**config.mk**
```make
export PLATFORM = sky130hd
export DESIGN_NAME = toy_cpu_execute_step_flat
export DESIGN_NICKNAME = d
export VERILOG_FILES = /design/src/hw/rtl/tce_pkg.sv /design/src/hw/rtl/tce_if.sv /design/src/hw/rtl/toy_cpu_execute_step.sv /design/src/hw/rtl/tce_regfile.sv /design/src/hw/rtl/tce_exec.sv /design/src/flat_wrapper.sv
export SDC_FILE = /design/constraint.sdc
export NUM_CORES = 1
export LEC_CHECK = 0
export BUFFER_PORTS_ARGS = -buffer_cell sky130_fd_sc_hd__buf_2
export CAP_MARGIN = 15
export CELL_PAD_IN_SITES_DETAIL_PLACEMENT = 1
export CELL_PAD_IN_SITES_GLOBAL_PLACEMENT = 1
export CORE_MARGIN = 4
export CORE_UTILIZATION = 35
export CTS_BUF_LIST = sky130_fd_sc_hd__clkbuf_4 sky130_fd_sc_hd__clkbuf_8 sky130_fd_sc_hd__clkbuf_16
export CTS_CLUSTER_SIZE = 14
export DETAILED_ROUTE_END_ITERATION = 6
export GPL_ROUTABILITY_DRIVEN = 1
export PLACE_DENSITY = 0.68
export SYNTH_ARGS = -nofsm -noshare
export SYNTH_HDL_FRONTEND = slang
export SYNTH_SLANG_ARGS = --single-unit
```
**constraint.sdc**
```tcl
create_clock -name clk -period 19.42 [get_ports clk]
set_input_delay 1.942 -clock clk [delete_from_list [all_inputs] [get_ports clk]]
set_output_delay 1.942 -clock clk [all_outputs]
set_load 0.1 [all_outputs]
```
**src/hw/rtl/tce_pkg.sv**
```systemverilog
// Shared types and constants for the toy CPU execute step.
// Holds the operation codes, the instruction advance and the structs passed
// between the execute logic, the register file and the top level.
`timescale 1ns / 1ps
`default_nettype none

package tce_pkg;

  localparam logic [31:0] INSN_BYTES = 32'd4;

  typedef enum logic [3:0] {
    OP_MOV = 4'd0,
    OP_ADD = 4'd1,
    OP_SUB = 4'd2,
    OP_CMP = 4'd3,
    OP_B   = 4'd4,
    OP_BEQ = 4'd5,
    OP_BNE = 4'd6,
    OP_BGE = 4'd7,
    OP_BGT = 4'd8,
    OP_BLE = 4'd9,
    OP_BLT = 4'd10
  } op_t;

  typedef struct packed {
    logic       rd_en;
    logic [3:0] idx_a;
    logic [3:0] idx_b;
  } rf_rd_req_t;

  typedef struct packed {
    logic        wr_en;
    logic [3:0]  idx;
    logic [31:0] data;
  } rf_wr_req_t;

  typedef struct packed {
    logic [31:0] next_pc;
    logic [31:0] result;
    logic        flag_z;
    logic        flag_n;
    logic        taken;
    logic        fault;
    logic        rd_write;
  } exec_res_t;

endpackage

`default_nettype wire

```
**src/hw/rtl/tce_if.sv**
```systemverilog
// Valid/ready channel interfaces for instruction beats and result beats.
// Depends on nothing; the testbench instantiates them for the top level.
`timescale 1ns / 1ps
`default_nettype none

interface tce_in_if;
  logic               valid;
  logic               ready;
  logic [3:0]         operation;
  logic [3:0]         dest_reg;
  logic [3:0]         first_reg;
  logic [3:0]         second_reg;
  logic               use_immediate;
  logic [11:0]        immediate_value;
  logic signed [23:0] branch_offset;

  modport source (
    output valid, operation, dest_reg, first_reg, second_reg,
           use_immediate, immediate_value, branch_offset,
    input  ready
  );
  modport sink (
    input  valid, operation, dest_reg, first_reg, second_reg,
           use_immediate, immediate_value, branch_offset,
    output ready
  );
endinterface

interface tce_out_if;
  logic        valid;
  logic        ready;
  logic [31:0] next_pc;
  logic [31:0] result_value;
  logic        flag_zero;
  logic        flag_negative;
  logic        branch_taken;
  logic        fault;

  modport source (
    output valid, next_pc, result_value, flag_zero, flag_negative,
           branch_taken, fault,
    input  ready
  );
  modport sink (
    input  valid, next_pc, result_value, flag_zero, flag_negative,
           branch_taken, fault,
    output ready
  );
endinterface

`default_nettype wire

```
**src/hw/rtl/toy_cpu_execute_step.sv**
```systemverilog
// Top level of the toy CPU execute step: input register, register file,
// execute logic, PC and flag registers and the result register.
// Depends on tce_pkg, tce_if, tce_regfile and tce_exec.
//
// Each accepted instruction beat is executed from the input register, and its
// result beat is presented from the result register. Throughput is one
// instruction per cycle while the result channel does not stall, set by the
// single execute stage that reads the register file and writes back the PC,
// flags and destination in the same cycle. A result waiting on the output
// blocks the next instruction from entering the input register once that
// register is full. All registers and flags read as zero after reset; reading
// the PC register yields the address of the current instruction, and a write
// to the PC register is replaced by the normal advance by four.
`timescale 1ns / 1ps
`default_nettype none

module toy_cpu_execute_step
  import tce_pkg::*;
#(
  parameter int REGISTER_COUNT = 16,
  parameter int PC_INDEX       = 15
) (
  input  wire logic clk,
  input  wire logic rst_n,
  tce_in_if.sink    in_ch,
  tce_out_if.source out_ch
);

  localparam int PC_SLOT = PC_INDEX % REGISTER_COUNT;

  logic               stg_valid_r;
  logic [3:0]         stg_op_r, stg_rd_r, stg_rn_r, stg_rm_r;
  logic               stg_imm_r;
  logic [11:0]        stg_immv_r;
  logic signed [23:0] stg_off_r;

  logic [31:0] pc_r;
  logic        zero_r, neg_r;

  logic        out_valid_r;
  exec_res_t   out_res_r;

  logic        in_fire, stg_fire;
  logic        rn_is_pc, rm_is_pc, rd_is_pc;
  logic [31:0] rf_a, rf_b, opa, opb_reg;
  rf_rd_req_t  rd_req;
  rf_wr_req_t  wr_req;
  exec_res_t   res;

  assign stg_fire     = stg_valid_r && (!out_valid_r || out_ch.ready);
  assign in_ch.ready  = !stg_valid_r || stg_fire;
  assign in_fire      = in_ch.valid && in_ch.ready;

  assign rn_is_pc = {28'd0, stg_rn_r} == 32'(PC_SLOT);
  assign rm_is_pc = {28'd0, stg_rm_r} == 32'(PC_SLOT);
  assign rd_is_pc = {28'd0, stg_rd_r} == 32'(PC_SLOT);

  assign rd_req.rd_en = in_fire;
  assign rd_req.idx_a = in_ch.first_reg;
  assign rd_req.idx_b = in_ch.second_reg;

  assign wr_req.wr_en = stg_fire && res.rd_write && !rd_is_pc;
  assign wr_req.idx   = stg_rd_r;
  assign wr_req.data  = res.result;

  tce_regfile #(
    .REGISTER_COUNT(REGISTER_COUNT)
  ) u_regfile (
    .clk    (clk),
    .rst_n  (rst_n),
    .rd_req (rd_req),
    .wr_req (wr_req),
    .rdata_a(rf_a),
    .rdata_b(rf_b)
  );

  assign opa     = rn_is_pc ? pc_r : rf_a;
  assign opb_reg = rm_is_pc ? pc_r : rf_b;

  tce_exec u_exec (
    .operation      (stg_op_r),
    .use_immediate  (stg_imm_r),
    .immediate_value(stg_immv_r),
    .branch_offset  (stg_off_r),
    .opa            (opa),
    .opb_reg        (opb_reg),
    .pc             (pc_r),
    .zero_flag      (zero_r),
    .negative_flag  (neg_r),
    .res            (res)
  );

  always_ff @(posedge clk) begin
    if (in_fire) begin
      stg_op_r   <= in_ch.operation;
      stg_rd_r   <= in_ch.dest_reg;
      stg_rn_r   <= in_ch.first_reg;
      stg_rm_r   <= in_ch.second_reg;
      stg_imm_r  <= in_ch.use_immediate;
      stg_immv_r <= in_ch.immediate_value;
      stg_off_r  <= in_ch.branch_offset;
    end
    if (stg_fire) begin
      out_res_r <= res;
    end
  end

  always_ff @(posedge clk) begin
    if (!rst_n) begin
      stg_valid_r <= 1'b0;
      out_valid_r <= 1'b0;
      pc_r        <= 32'd0;
      zero_r      <= 1'b0;
      neg_r       <= 1'b0;
    end else begin
      if (in_fire) begin
        stg_valid_r <= 1'b1;
      end else if (stg_fire) begin
        stg_valid_r <= 1'b0;
      end
      if (stg_fire) begin
        out_valid_r <= 1'b1;
      end else if (out_ch.ready) begin
        out_valid_r <= 1'b0;
      end
      if (stg_fire && !res.fault) begin
        pc_r   <= res.next_pc;
        zero_r <= res.flag_z;
        neg_r  <= res.flag_n;
      end
    end
  end

  assign out_ch.valid         = out_valid_r;
  assign out_ch.next_pc       = out_res_r.next_pc;
  assign out_ch.result_value  = out_res_r.result;
  assign out_ch.flag_zero     = out_res_r.flag_z;
  assign out_ch.flag_negative = out_res_r.flag_n;
  assign out_ch.branch_taken  = out_res_r.taken;
  assign out_ch.fault         = out_res_r.fault;

endmodule

`default_nettype wire

```
**src/hw/rtl/tce_regfile.sv**
```systemverilog
// General register file: a two-read, one-write memory with registered reads,
// per-entry valid bits for the all-zero reset and a write-to-read bypass.
// Depends on tce_pkg for the request structs.
`timescale 1ns / 1ps
`default_nettype none

module tce_regfile
  import tce_pkg::*;
#(
  parameter int REGISTER_COUNT = 16
) (
  input  wire logic        clk,
  input  wire logic        rst_n,
  input  wire rf_rd_req_t  rd_req,
  input  wire rf_wr_req_t  wr_req,
  output logic [31:0]      rdata_a,
  output logic [31:0]      rdata_b
);

  localparam int IDX_W = (REGISTER_COUNT > 1) ? $clog2(REGISTER_COUNT) : 1;

  logic [31:0]               mem [REGISTER_COUNT];
  logic [REGISTER_COUNT-1:0] valid_r;
  logic [31:0]               q_a_r, q_b_r, byp_data_r;
  logic                      hit_a_r, hit_b_r, ok_a_r, ok_b_r;

  logic             rng_a, rng_b, rng_w, we;
  logic [IDX_W-1:0] addr_a, addr_b, addr_w;

  assign rng_a  = {28'd0, rd_req.idx_a} < 32'(REGISTER_COUNT);
  assign rng_b  = {28'd0, rd_req.idx_b} < 32'(REGISTER_COUNT);
  assign rng_w  = {28'd0, wr_req.idx} < 32'(REGISTER_COUNT);
  assign addr_a = IDX_W'(rd_req.idx_a);
  assign addr_b = IDX_W'(rd_req.idx_b);
  assign addr_w = IDX_W'(wr_req.idx);
  assign we     = wr_req.wr_en && rng_w;

  always_ff @(posedge clk) begin
    if (we) begin
      mem[addr_w] <= wr_req.data;
    end
    if (rd_req.rd_en) begin
      q_a_r      <= mem[addr_a];
      q_b_r      <= mem[addr_b];
      byp_data_r <= wr_req.data;
    end
  end

  always_ff @(posedge clk) begin
    if (!rst_n) begin
      valid_r <= '0;
      hit_a_r <= 1'b0;
      hit_b_r <= 1'b0;
      ok_a_r  <= 1'b0;
      ok_b_r  <= 1'b0;
    end else begin
      if (we) begin
        valid_r[addr_w] <= 1'b1;
      end
      if (rd_req.rd_en) begin
        hit_a_r <= rng_a && we && (addr_w == addr_a);
        hit_b_r <= rng_b && we && (addr_w == addr_b);
        ok_a_r  <= rng_a && valid_r[addr_a];
        ok_b_r  <= rng_b && valid_r[addr_b];
      end
    end
  end

  assign rdata_a = hit_a_r ? byp_data_r : (ok_a_r ? q_a_r : 32'd0);
  assign rdata_b = hit_b_r ? byp_data_r : (ok_b_r ? q_b_r : 32'd0);

endmodule

`default_nettype wire

```
**src/hw/rtl/tce_exec.sv**
```systemverilog
// Execute logic for one instruction: operand select, add or subtract, flag
// update, branch condition and next PC. Purely combinational; uses tce_pkg.
`timescale 1ns / 1ps
`default_nettype none

module tce_exec
  import tce_pkg::*;
(
  input  wire logic [3:0]         operation,
  input  wire logic               use_immediate,
  input  wire logic [11:0]        immediate_value,
  input  wire logic signed [23:0] branch_offset,
  input  wire logic [31:0]        opa,
  input  wire logic [31:0]        opb_reg,
  input  wire logic [31:0]        pc,
  input  wire logic               zero_flag,
  input  wire logic               negative_flag,
  output exec_res_t               res
);

  logic [31:0] opb, sum, diff, off_ext, pc_adv;
  logic        cond;

  assign opb     = use_immediate ? {20'd0, immediate_value} : opb_reg;
  assign sum     = opa + opb;
  assign diff    = opa - opb;
  assign off_ext = {{8{branch_offset[23]}}, branch_offset};
  assign pc_adv  = pc + INSN_BYTES;

  always_comb begin
    res          = '0;
    res.next_pc  = pc_adv;
    res.flag_z   = zero_flag;
    res.flag_n   = negative_flag;
    cond         = 1'b0;
    case (op_t'(operation))
      OP_MOV: begin
        res.result   = opb;
        res.rd_write = 1'b1;
      end
      OP_ADD: begin
        res.result   = sum;
        res.rd_write = 1'b1;
        res.flag_z   = (sum == 32'd0);
        res.flag_n   = sum[31];
      end
      OP_SUB: begin
        res.result   = diff;
        res.rd_write = 1'b1;
        res.flag_z   = (diff == 32'd0);
        res.flag_n   = diff[31];
      end
      OP_CMP: begin
        res.result = diff;
        res.flag_z = (diff == 32'd0);
        res.flag_n = diff[31];
      end
      OP_B:   cond = 1'b1;
      OP_BEQ: cond = zero_flag;
      OP_BNE: cond = !zero_flag;
      OP_BGE: cond = !negative_flag;
      OP_BGT: cond = !zero_flag && !negative_flag;
      OP_BLE: cond = zero_flag || negative_flag;
      OP_BLT: cond = negative_flag;
      default: begin
        res.fault   = 1'b1;
        res.next_pc = pc;
      end
    endcase
    if (cond) begin
      res.taken   = 1'b1;
      res.next_pc = pc + off_ext;
    end
  end

endmodule

`default_nettype wire

```
**src/flat_wrapper.sv**
```systemverilog
// flat-port wrapper written by rule: the top's interface ports become plain ports
module toy_cpu_execute_step_flat import tce_pkg::*;
#(
  parameter int REGISTER_COUNT = 16,
  parameter int PC_INDEX       = 15
)
  (clk, rst_n, in_ch_valid, in_ch_operation, in_ch_dest_reg, in_ch_first_reg, in_ch_second_reg, in_ch_use_immediate, in_ch_immediate_value, in_ch_branch_offset, in_ch_ready, out_ch_valid, out_ch_next_pc, out_ch_result_value, out_ch_flag_zero, out_ch_flag_negative, out_ch_branch_taken, out_ch_fault, out_ch_ready);
  tce_in_if in_ch_i ();
  tce_out_if out_ch_i ();
  input  wire logic clk;
  input  wire logic rst_n;
  input wire logic [$bits(in_ch_i.valid)-1:0] in_ch_valid;
  input wire logic [$bits(in_ch_i.operation)-1:0] in_ch_operation;
  input wire logic [$bits(in_ch_i.dest_reg)-1:0] in_ch_dest_reg;
  input wire logic [$bits(in_ch_i.first_reg)-1:0] in_ch_first_reg;
  input wire logic [$bits(in_ch_i.second_reg)-1:0] in_ch_second_reg;
  input wire logic [$bits(in_ch_i.use_immediate)-1:0] in_ch_use_immediate;
  input wire logic [$bits(in_ch_i.immediate_value)-1:0] in_ch_immediate_value;
  input wire logic [$bits(in_ch_i.branch_offset)-1:0] in_ch_branch_offset;
  output wire logic [$bits(in_ch_i.ready)-1:0] in_ch_ready;
  output wire logic [$bits(out_ch_i.valid)-1:0] out_ch_valid;
  output wire logic [$bits(out_ch_i.next_pc)-1:0] out_ch_next_pc;
  output wire logic [$bits(out_ch_i.result_value)-1:0] out_ch_result_value;
  output wire logic [$bits(out_ch_i.flag_zero)-1:0] out_ch_flag_zero;
  output wire logic [$bits(out_ch_i.flag_negative)-1:0] out_ch_flag_negative;
  output wire logic [$bits(out_ch_i.branch_taken)-1:0] out_ch_branch_taken;
  output wire logic [$bits(out_ch_i.fault)-1:0] out_ch_fault;
  input wire logic [$bits(out_ch_i.ready)-1:0] out_ch_ready;
  assign in_ch_i.valid = in_ch_valid;
  assign in_ch_i.operation = in_ch_operation;
  assign in_ch_i.dest_reg = in_ch_dest_reg;
  assign in_ch_i.first_reg = in_ch_first_reg;
  assign in_ch_i.second_reg = in_ch_second_reg;
  assign in_ch_i.use_immediate = in_ch_use_immediate;
  assign in_ch_i.immediate_value = in_ch_immediate_value;
  assign in_ch_i.branch_offset = in_ch_branch_offset;
  assign in_ch_ready = in_ch_i.ready;
  assign out_ch_valid = out_ch_i.valid;
  assign out_ch_next_pc = out_ch_i.next_pc;
  assign out_ch_result_value = out_ch_i.result_value;
  assign out_ch_flag_zero = out_ch_i.flag_zero;
  assign out_ch_flag_negative = out_ch_i.flag_negative;
  assign out_ch_branch_taken = out_ch_i.branch_taken;
  assign out_ch_fault = out_ch_i.fault;
  assign out_ch_i.ready = out_ch_ready;
  toy_cpu_execute_step #(.REGISTER_COUNT(REGISTER_COUNT), .PC_INDEX(PC_INDEX)) u_core (.clk(clk), .rst_n(rst_n), .in_ch(in_ch_i), .out_ch(out_ch_i));
endmodule
```
==> run metrics, run 1 <==
Final period util=0.3016; CP Capture Type=flop; TritonCTS clock tree=built; Pre-antenna DRT Iters=6; Starting Density=0.3546; largest net degree at the start of global routing=78; simple-gate share of the synthesized area=0.06689; WP data required=20.02 ns; largest family of logic cells by synthesized area=multiplexers; final hold slack=0.4924 ns; Antenna Violating Nets Remaining=0; status=completed; Worst slew margin=0.2245; Startpoint Class=flop; Multi-input gate area=16390 µm²; via count=25775; number of setup buffers added after CTS=0; pre-CTS setup slack=13.63 ns; initial antenna violation count=5; die area=120100 µm²; clk slew on worst S/H paths=0.07 ns; clock root buffer=clkbuf_16; worst-case clock buffer depth=3; register bit total from synthesis=785; GRT Total Usage=0.2008; Sequential Power Share=0.472; WS Path Type=flop to flop; Post-Route Setup TNS=0 ns; max-cap viol count=0; combinational group share of total power=0.109; mux contribution to synthesized area=0.1910; library cells used by synthesis=82; Die Y=346.5 µm; grt ovf=0; width of the chip=346.5 µm; first-pass GRT wire length=181.2 mm; most frequent cell after synthesis=edfxtp_1; Final setup viols=0; ys flop type=edfxtp_1; EDFF count, synth=729; Hold Buf Count CTS=0; Peak VDD IR=0.00005738 V; sequential cell area=23010 µm²; Worst EP arrival=6.46 ns; Synth Area in Compound Gates=0.08657; clock buffer count from CTS=84; Psw=1.033 mW; Ports=127; setup slack after layout=13.56 ns; Power Internal=3.045 mW; register area share after synthesis=0.5738; Detailed Route Iter0 Violations=2725; yosys warns=0; max incr delay on CP=0.49 ns; hold crit path type=flop to flop; Area Growth Syn to Fin=14.24%; final-layout fill cell count=11444; XOR/XNOR Fraction of Synth Area=0.02511; largest area contributor in the netlist=edfxtp_1; drt drc=0; Post-synth top cells=edfxtp_1, mux4_2, nor2_1; top cells by area, synth=edfxtp_1, mux4_2, ha_1; vias in the first global route=26633; Post-Synth Adder-Cell Area=0.03064; row cnt=123; core area=113100 µm²; RSZ-0062 raised after global routing=no; Post-Syn Area=40110 µm²; clock latency on the worst-skew pair=0.69 ns; Routed Wire Length=122.4 mm; RD Place Congestion=0.8982; fin. max-slew vios=0; vias per inst=5.826; share of cells above drive strength 1=0.2525; post-synth top area share=0.5458; Bufs and invs on worst path=2; ys async rst share=0; nets=3005; input/output buffers=126; clock share of power=0.419; Setup Skew=0.05152 ns; leakage=16.66 nW; Net Sw Frac=0.2532; pwr dens=89.01 nW/µm²; post-cts resize count=0; routed length per placed instance=27.66 µm; # clock sinks=785; crit-path cells=and4_1 -> buf_4 -> a221oi_1 -> o31ai_1 -> ha_1 -> inv_1 -> fa_1 -> nor2b_1 -> o31ai_1 -> a21oi_1 -> a21boi_1 -> o41ai_2 -> xnor2_1 -> nand4_1 -> or4_1 -> or4_1 -> or4_1 -> or4_1 -> a31oi_1; worst slew pin tran=1.161 ns; Final HPWL DP=79.10 mm; Period minus WS final=5.857 ns; Avg Synthesized Cell Area=14.75 µm²; post-synthesis cell count=2719; Crit-path slowest cell=fa_1; H-tree depth=3; most frequent CP cell=or4_1; endpoints failing hold=0; Top Family by Delay on Critical Path=simple AND/OR/NAND/NOR gates; Max Fanout on Critical Path=28; fmax=0.1707 GHz
==> cells by family after synthesis <==
family	Yosys count
flops	785
simple gates	579
compound gates	522
mux	352
buf+inv	268
xor+xnor	115
fa+ha+maj	97
other cells	1
==> worst paths after layout <==
path | from | end | slack [ns] | depth (start not counted)
worst max-delay path | u_core.stg_rm_r[1]$_DFFE_PP_ | u_core.zero_r$_SDFFE_PN0P_ | 13.56 | 19
worst min-delay path | u_core.u_regfile.ok_a_r$_SDFFE_PN0P_ | u_core.u_regfile.ok_a_r$_SDFFE_PN0P_ | 0.49 | 2
worst min register to register | u_core.u_regfile.ok_a_r$_SDFFE_PN0P_ | u_core.u_regfile.ok_a_r$_SDFFE_PN0P_ | 0.49 | 2
worst max register to register | u_core.stg_rm_r[1]$_DFFE_PP_ | u_core.zero_r$_SDFFE_PN0P_ | 13.56 | 19
==> sequential cells by signal, indices dropped and copies added, names as in the netlist, 4 cells and up <==
| name | flops |
|---|---|
| u_core.stg_rm_r | 4 |
| u_core.stg_op_r | 4 |
| u_core.u_regfile.q_b_r | 32 |
| u_core.u_regfile.byp_data_r | 32 |
| u_core.out_ch.next_pc | 32 |
| u_core.pc_r | 32 |
| u_core.u_regfile.valid_r | 16 |
| u_core.stg_rn_r | 4 |
| u_core.stg_rd_r | 4 |
| u_core.u_regfile.q_a_r | 32 |
| u_core.out_ch.result_value | 32 |
| u_core.u_regfile.mem | 512 |
| u_core.stg_off_r | 24 |
| u_core.stg_immv_r | 12 |
==> final cells by class <==
type	count	area share
antenna	1	0.00005462
clock buffer	98	0.04897
tap	1500	0.04096
inverter	84	0.007046
clock inverter	60	0.01603
timing repair buffer	199	0.02690
multi-input combinational	1697	0.3578
sequential	785	0.5023
==> power groups by stage <==
stage	combinational (mW)	sequential (mW)	clock, mW
floorplan	0.258	2.01	0
global placement	0.437	1.96	0
detailed placement	0.441	1.96	0
CTS	0.444	1.93	1.75
global route	0.474	1.93	1.83
finish	0.444	1.93	1.71
==> placed cells by master, fill, tap and decap left out, drive strengths merged, types with 8 or more instances in the layout <==
| cell | instances |
|---|---|
| clkinv | 38 |
| o211ai | 8 |
| o21ai | 79 |
| nor2 | 234 |
| nand2b | 17 |
| a221oi | 28 |
| nor3 | 45 |
| a22oi | 40 |
| a211o | 8 |
| and3 | 12 |
| mux4 | 330 |
| a211oi | 27 |
| o21bai | 12 |
| or3 | 22 |
| nor2b | 17 |
| nor4 | 13 |
| buf | 198 |
| xnor2 | 77 |
| o31ai | 21 |
| clkbuf | 99 |
| nand4 | 26 |
| mux2i | 15 |
| edfxtp | 729 |
| bufinv | 12 |
| xor2 | 38 |
| nand2 | 128 |
| a31oi | 17 |
| dfxtp | 56 |
| conb | 32 |
| a21oi | 163 |
| ha | 95 |
| a21o | 50 |
| o21a | 16 |
| nand3 | 31 |
| inv | 87 |
==> per-layer routing <==
metal / GRT usage / vias up / part of all wire
li1: - / 11073 / -
met1: 0.2866 / 13545 / 0.43
met2: 0.3160 / 1008 / 0.47
met3: 0.04506 / 147 / 0.081
met4: 0.04391 / 2 / 0.019
met5: 0 / - / 0.00011
==> worst min-delay path, delay by kind of cell (launching register included) <==
kind             cells  cell delay, ns
flip-flops           1            0.32
AND/OR/NAND/NOR      1            0.07
multiplexers         1            0.06
==> stage by stage <==
step	instance area [µm²]	power (mW)	std cells	utilization
2_1_floorplan	40220	2.265	2750	-
3_3_place_gp	42760	2.398	4258	0.3780
3_5_place_dp	42790	2.403	4261	0.3783
4_1_cts	45770	4.119	4419	0.4046
5_1_grt	45810	4.231	4423	0.4050
6_report	45820	4.078	4424	0.4050
(Power assumes the default switching activity.)
==> inputs of run 2 (changes only) <==
--- a/config.mk
+++ b/config.mk
@@ -5,6 +5,7 @@
 export SDC_FILE = /design/constraint.sdc
 export NUM_CORES = 1
 export LEC_CHECK = 0
+export ABC_AREA = 1
 export BUFFER_PORTS_ARGS = -buffer_cell sky130_fd_sc_hd__buf_2
 export CAP_MARGIN = 15
 export CELL_PAD_IN_SITES_DETAIL_PLACEMENT = 1
@@ -15,7 +16,7 @@
 export CTS_CLUSTER_SIZE = 14
 export DETAILED_ROUTE_END_ITERATION = 6
 export GPL_ROUTABILITY_DRIVEN = 1
-export PLACE_DENSITY = 0.68
+export PLACE_DENSITY = 0.72
 export SYNTH_ARGS = -nofsm -noshare
 export SYNTH_HDL_FRONTEND = slang
 export SYNTH_SLANG_ARGS = --single-unit
==> constraint.sdc (replaced) <==
create_clock -name clk -period 5.9 [get_ports clk]
set_input_delay 0.59 -clock clk [delete_from_list [all_inputs] [get_ports clk]]
set_output_delay 0.59 -clock clk [all_outputs]
set_load 0.1 [all_outputs]
==> run 2 against run 1 <==
Via count up 44%. Final cell count is 45% higher. Total power grew to 3.5 times the previous value. Register-to-register slack worse by 13 ns. Wire length grew 37%. Clock-buffer cell count is 10 higher. Fmax up 19%. Sequential share of layout area fell by 2.3 points. Critical path type unchanged.
==> run metrics, run 2 <==
Area Growth Syn to Fin=12.93% (was 14.24%); final core utilization=0.3990 (was 0.4050); WP data required=6.21 ns (was 20.02 ns); Post-Route Setup TNS=0 ns (unchanged); CP startpoint=u_core.stg_rm_r[0]$_DFFE_PP_ (was u_core.stg_rm_r[1]$_DFFE_PP_); Pre-antenna DRT Iters=5 (was 6); max incr delay on CP=0.53 ns (was 0.49 ns); leading cell type in the layout, fill and taps excluded=o21ai_0 (was edfxtp_1); clock share of power=0.384 (was 0.419); pre-CTS setup slack=1.060 ns (was 13.63 ns); Die Y=356.5 µm (was 346.5 µm); combinational group share of total power=0.169 (was 0.109); fmax=0.2024 GHz (was 0.1707 GHz); Final period util=0.8374 (was 0.3016); leakage=19.00 nW (was 16.66 nW); Bufs and invs on worst path=6 (was 2); GR Util met3=0.03282 (was 0.04506); Reg-to-Reg End=u_core.u_regfile.mem[12][31]$_DFFE_PP_ (was u_core.zero_r$_SDFFE_PN0P_); RSZ-0062 raised after global routing=no (unchanged); Worst slew margin=0.1560 (was 0.2245); Post-synth top cells=o21ai_0, edfxtp_1, nand2_1 (was edfxtp_1, mux4_2, nor2_1); endpoints failing hold=0 (unchanged); via count=37056 (was 25775); post-synth top area share=0.5151 (was 0.5458); Sequential Power Share=0.448 (was 0.472); GR Util met1=0.3292 (was 0.2866); grt ovf=0 (unchanged); Power Internal=10.10 mW (was 3.045 mW); Final HPWL DP=111.4 mm (was 79.10 mm); TritonCTS clock tree=built (unchanged); worst-case clock buffer depth=3 (unchanged); Setup Skew=0.03712 ns (was 0.05152 ns); Top Family by Delay on Critical Path=simple AND/OR/NAND/NOR gates (unchanged); routed length per placed instance=26.02 µm (was 27.66 µm); first-pass GRT wire length=243.8 mm (was 181.2 mm); GRT Total Usage=0.2555 (was 0.2008); top cells by area, synth=edfxtp_1, o21ai_0, a21oi_1 (was edfxtp_1, mux4_2, ha_1); max FFs per register=512 (unchanged); initial antenna violation count=10 (was 5); yosys warns=0 (unchanged); GR Util met2=0.4313 (was 0.3160); Net Sw Frac=0.3010 (was 0.2532); post-synthesis cell count=4699 (was 2719); die area=127100 µm² (was 120100 µm²); ys flop type=edfxtp_1 (unchanged); nets=4888 (was 3005); RD Place Congestion=0.9753 (was 0.8982); Period minus WS final=4.941 ns (was 5.857 ns); Crit-path slowest cell=nor2_2 (was fa_1); most frequent cell after synthesis=o21ai_0 (was edfxtp_1); Startpoint Class=flop (unchanged); row cnt=127 (was 123); Detailed Route Iter0 Violations=3780 (was 2725); final hold slack=0.09427 ns (was 0.4924 ns); ys async rst share=0 (unchanged); largest net degree at the start of global routing=219 (was 78); post-cts resize count=0 (unchanged); input/output buffers=126 (unchanged); reg2reg path depth=20 (was 19); Critical Path Stages=20 (was 19); Ports=127 (unchanged); register area share after synthesis=0.5415 (was 0.5738); CP Capture Type=flop (unchanged); Starting Density=0.3533 (was 0.3546); library cells used by synthesis=57 (was 82); clk slew on worst S/H paths=0.06 ns (was 0.07 ns); clock latency on the worst-skew pair=0.68 ns (was 0.69 ns); vias per inst=5.771 (was 5.826); vias in the first global route=37198 (was 26633); crit-path cells=nand2_1 -> nor2_2 -> buf_4 -> a221oi_1 -> nor3_1 -> inv_1 -> ha_1 -> inv_1 -> nand2_1 -> nor2_1 -> inv_1 -> o21ai_0 -> inv_1 -> nand2_1 -> nand3_1 -> nand2_1 -> xor2_1 -> o22ai_1 -> inv_1 -> o21ai_2 (was and4_1 -> buf_4 -> a221oi_1 -> o31ai_1 -> ha_1 -> inv_1 -> fa_1 -> nor2b_1 -> o31ai_1 -> a21oi_1 -> a21boi_1 -> o41ai_2 -> xnor2_1 -> nand4_1 -> or4_1 -> or4_1 -> or4_1 -> or4_1 -> a31oi_1); register bit total from synthesis=785 (unchanged); hold crit path type=input port to flop (was flop to flop); setup slack after layout=0.9594 ns (was 13.56 ns); Critical Path End=u_core.u_regfile.mem[12][31]$_DFFE_PP_ (was u_core.zero_r$_SDFFE_PN0P_); most frequent cells in the layout=o21ai_0, edfxtp_1, nand2_1, a21oi_1, inv_1 (was edfxtp_1, mux4_2, nor2_1, a21oi_1, nand2_1); drt drc=0 (unchanged); pwr dens=301.2 nW/µm² (was 89.01 nW/µm²); clock buffer count from CTS=89 (was 84); most frequent CP cell=inv_1 (was or4_1); r2r setup slk=0.96 ns (was 13.56 ns); reg2reg start=u_core.stg_rm_r[0]$_DFFE_PP_ (was u_core.stg_rm_r[1]$_DFFE_PP_); H-tree depth=3 (unchanged); largest area contributor in the netlist=edfxtp_1 (unchanged); core area=120300 µm² (was 113100 µm²); Hold Buf Count CTS=0 (unchanged); Avg Synthesized Cell Area=9.044 µm² (was 14.75 µm²); Worst EP arrival=5.25 ns (was 6.46 ns); Psw=4.351 mW (was 1.033 mW); status=completed (unchanged); Reg with most FFs=u_core.u_regfile.mem (unchanged); fin. max-slew vios=0 (unchanged); # clock sinks=785 (unchanged); width of the chip=356.5 µm (was 346.5 µm); clock root buffer=clkbuf_16 (unchanged); Routed Wire Length=167.1 mm (was 122.4 mm); max-cap viol count=0 (unchanged); Antenna Violating Nets Remaining=0 (unchanged); Peak VDD IR=0.0001877 V (was 0.00005738 V); Final setup viols=0 (unchanged); Max Fanout on Critical Path=18 (was 28); EDFF count, synth=729 (unchanged); WS Path Type=flop to flop (unchanged); share of cells above drive strength 1=0.08739 (was 0.2525); number of setup buffers added after CTS=0 (unchanged); Post-Syn Area=42500 µm² (was 40110 µm²); worst slew pin tran=1.263 ns (was 1.161 ns); gr busiest metal=met2 (unchanged)
[run 2: kinds of logic (layout without fill, tap and decap cells)]
family,Yosys count,in the layout,synth area share
buffers and inverters,858,934,0.07643
adder cells (fa/ha/maj),97,97,0.02891
XOR/XNOR,67,67,0.01399
other,1,35,0.00008824
AND/OR/NAND/NOR,1156,1156,0.1117
AO/OA/AOI/OAI,1735,1735,0.2274
flip-flops,785,785,0.5415
[run 2: how the worst min path moves through the flow]
stage	start	end	slack, ns	depth (start not counted)
floorplan	u_core.u_regfile.valid_r[15]$_SDFFE_PN0P_	u_core.u_regfile.valid_r[15]$_SDFFE_PN0P_	0.41	2
global placement	u_core.u_regfile.valid_r[15]$_SDFFE_PN0P_	u_core.u_regfile.valid_r[15]$_SDFFE_PN0P_	0.42	2
detailed placement	u_core.u_regfile.valid_r[15]$_SDFFE_PN0P_	u_core.u_regfile.valid_r[15]$_SDFFE_PN0P_	0.43	2
CTS	in_ch_branch_offset[21]	u_core.stg_off_r[21]$_DFFE_PP_	0.05	1
global route	in_ch_dest_reg[3]	u_core.stg_rd_r[3]$_DFFE_PP_	0.07	1
finish	in_ch_branch_offset[21]	u_core.stg_off_r[21]$_DFFE_PP_	0.09	1
[run 2: power groups by stage]
stage	clock network, mW	registers, mW	logic [mW]
detailed placement	0	6.58	2.38
CTS	5.64	6.47	2.40
global placement	0	6.58	2.35
floorplan	0	6.71	1.32
finish	5.55	6.47	2.44
global route	5.86	6.47	2.63
[run 2: metrics by stage]
stage / std cells / area [µm²] / power [mW]
4_1_cts: 6417 / 47970 / 14.51
2_1_floorplan: 4730 / 42610 / 8.033
3_3_place_gp: 6254 / 45100 / 8.929
5_1_grt: 6419 / 47990 / 14.97
6_report: 6421 / 47990 / 14.46
3_5_place_dp: 6254 / 45100 / 8.967
[run 2: metal layers]
metal	part of all wire	up-vias	wire, µm
met2	0.48	1327	80250
met1	0.41	18726	68500
met3	0.064	335	10630
met5	0.00025	-	41
met4	0.046	6	7633
li1	-	16662	-
[run 2: cell type report]
| type | instances | area, µm² |
|---|---|---|
| fillers | 13822 | 72300 |
| flip-flops and latches | 785 | 23010 |
| multi-input cells | 3087 | 16570 |
| clock buffers | 108 | 2400 |
| inverters | 556 | 2098 |
| well taps | 1612 | 2017 |
| repair buffers | 215 | 1419 |
| clock inverters | 55 | 471.7 |
| diodes | 3 | 7.507 |
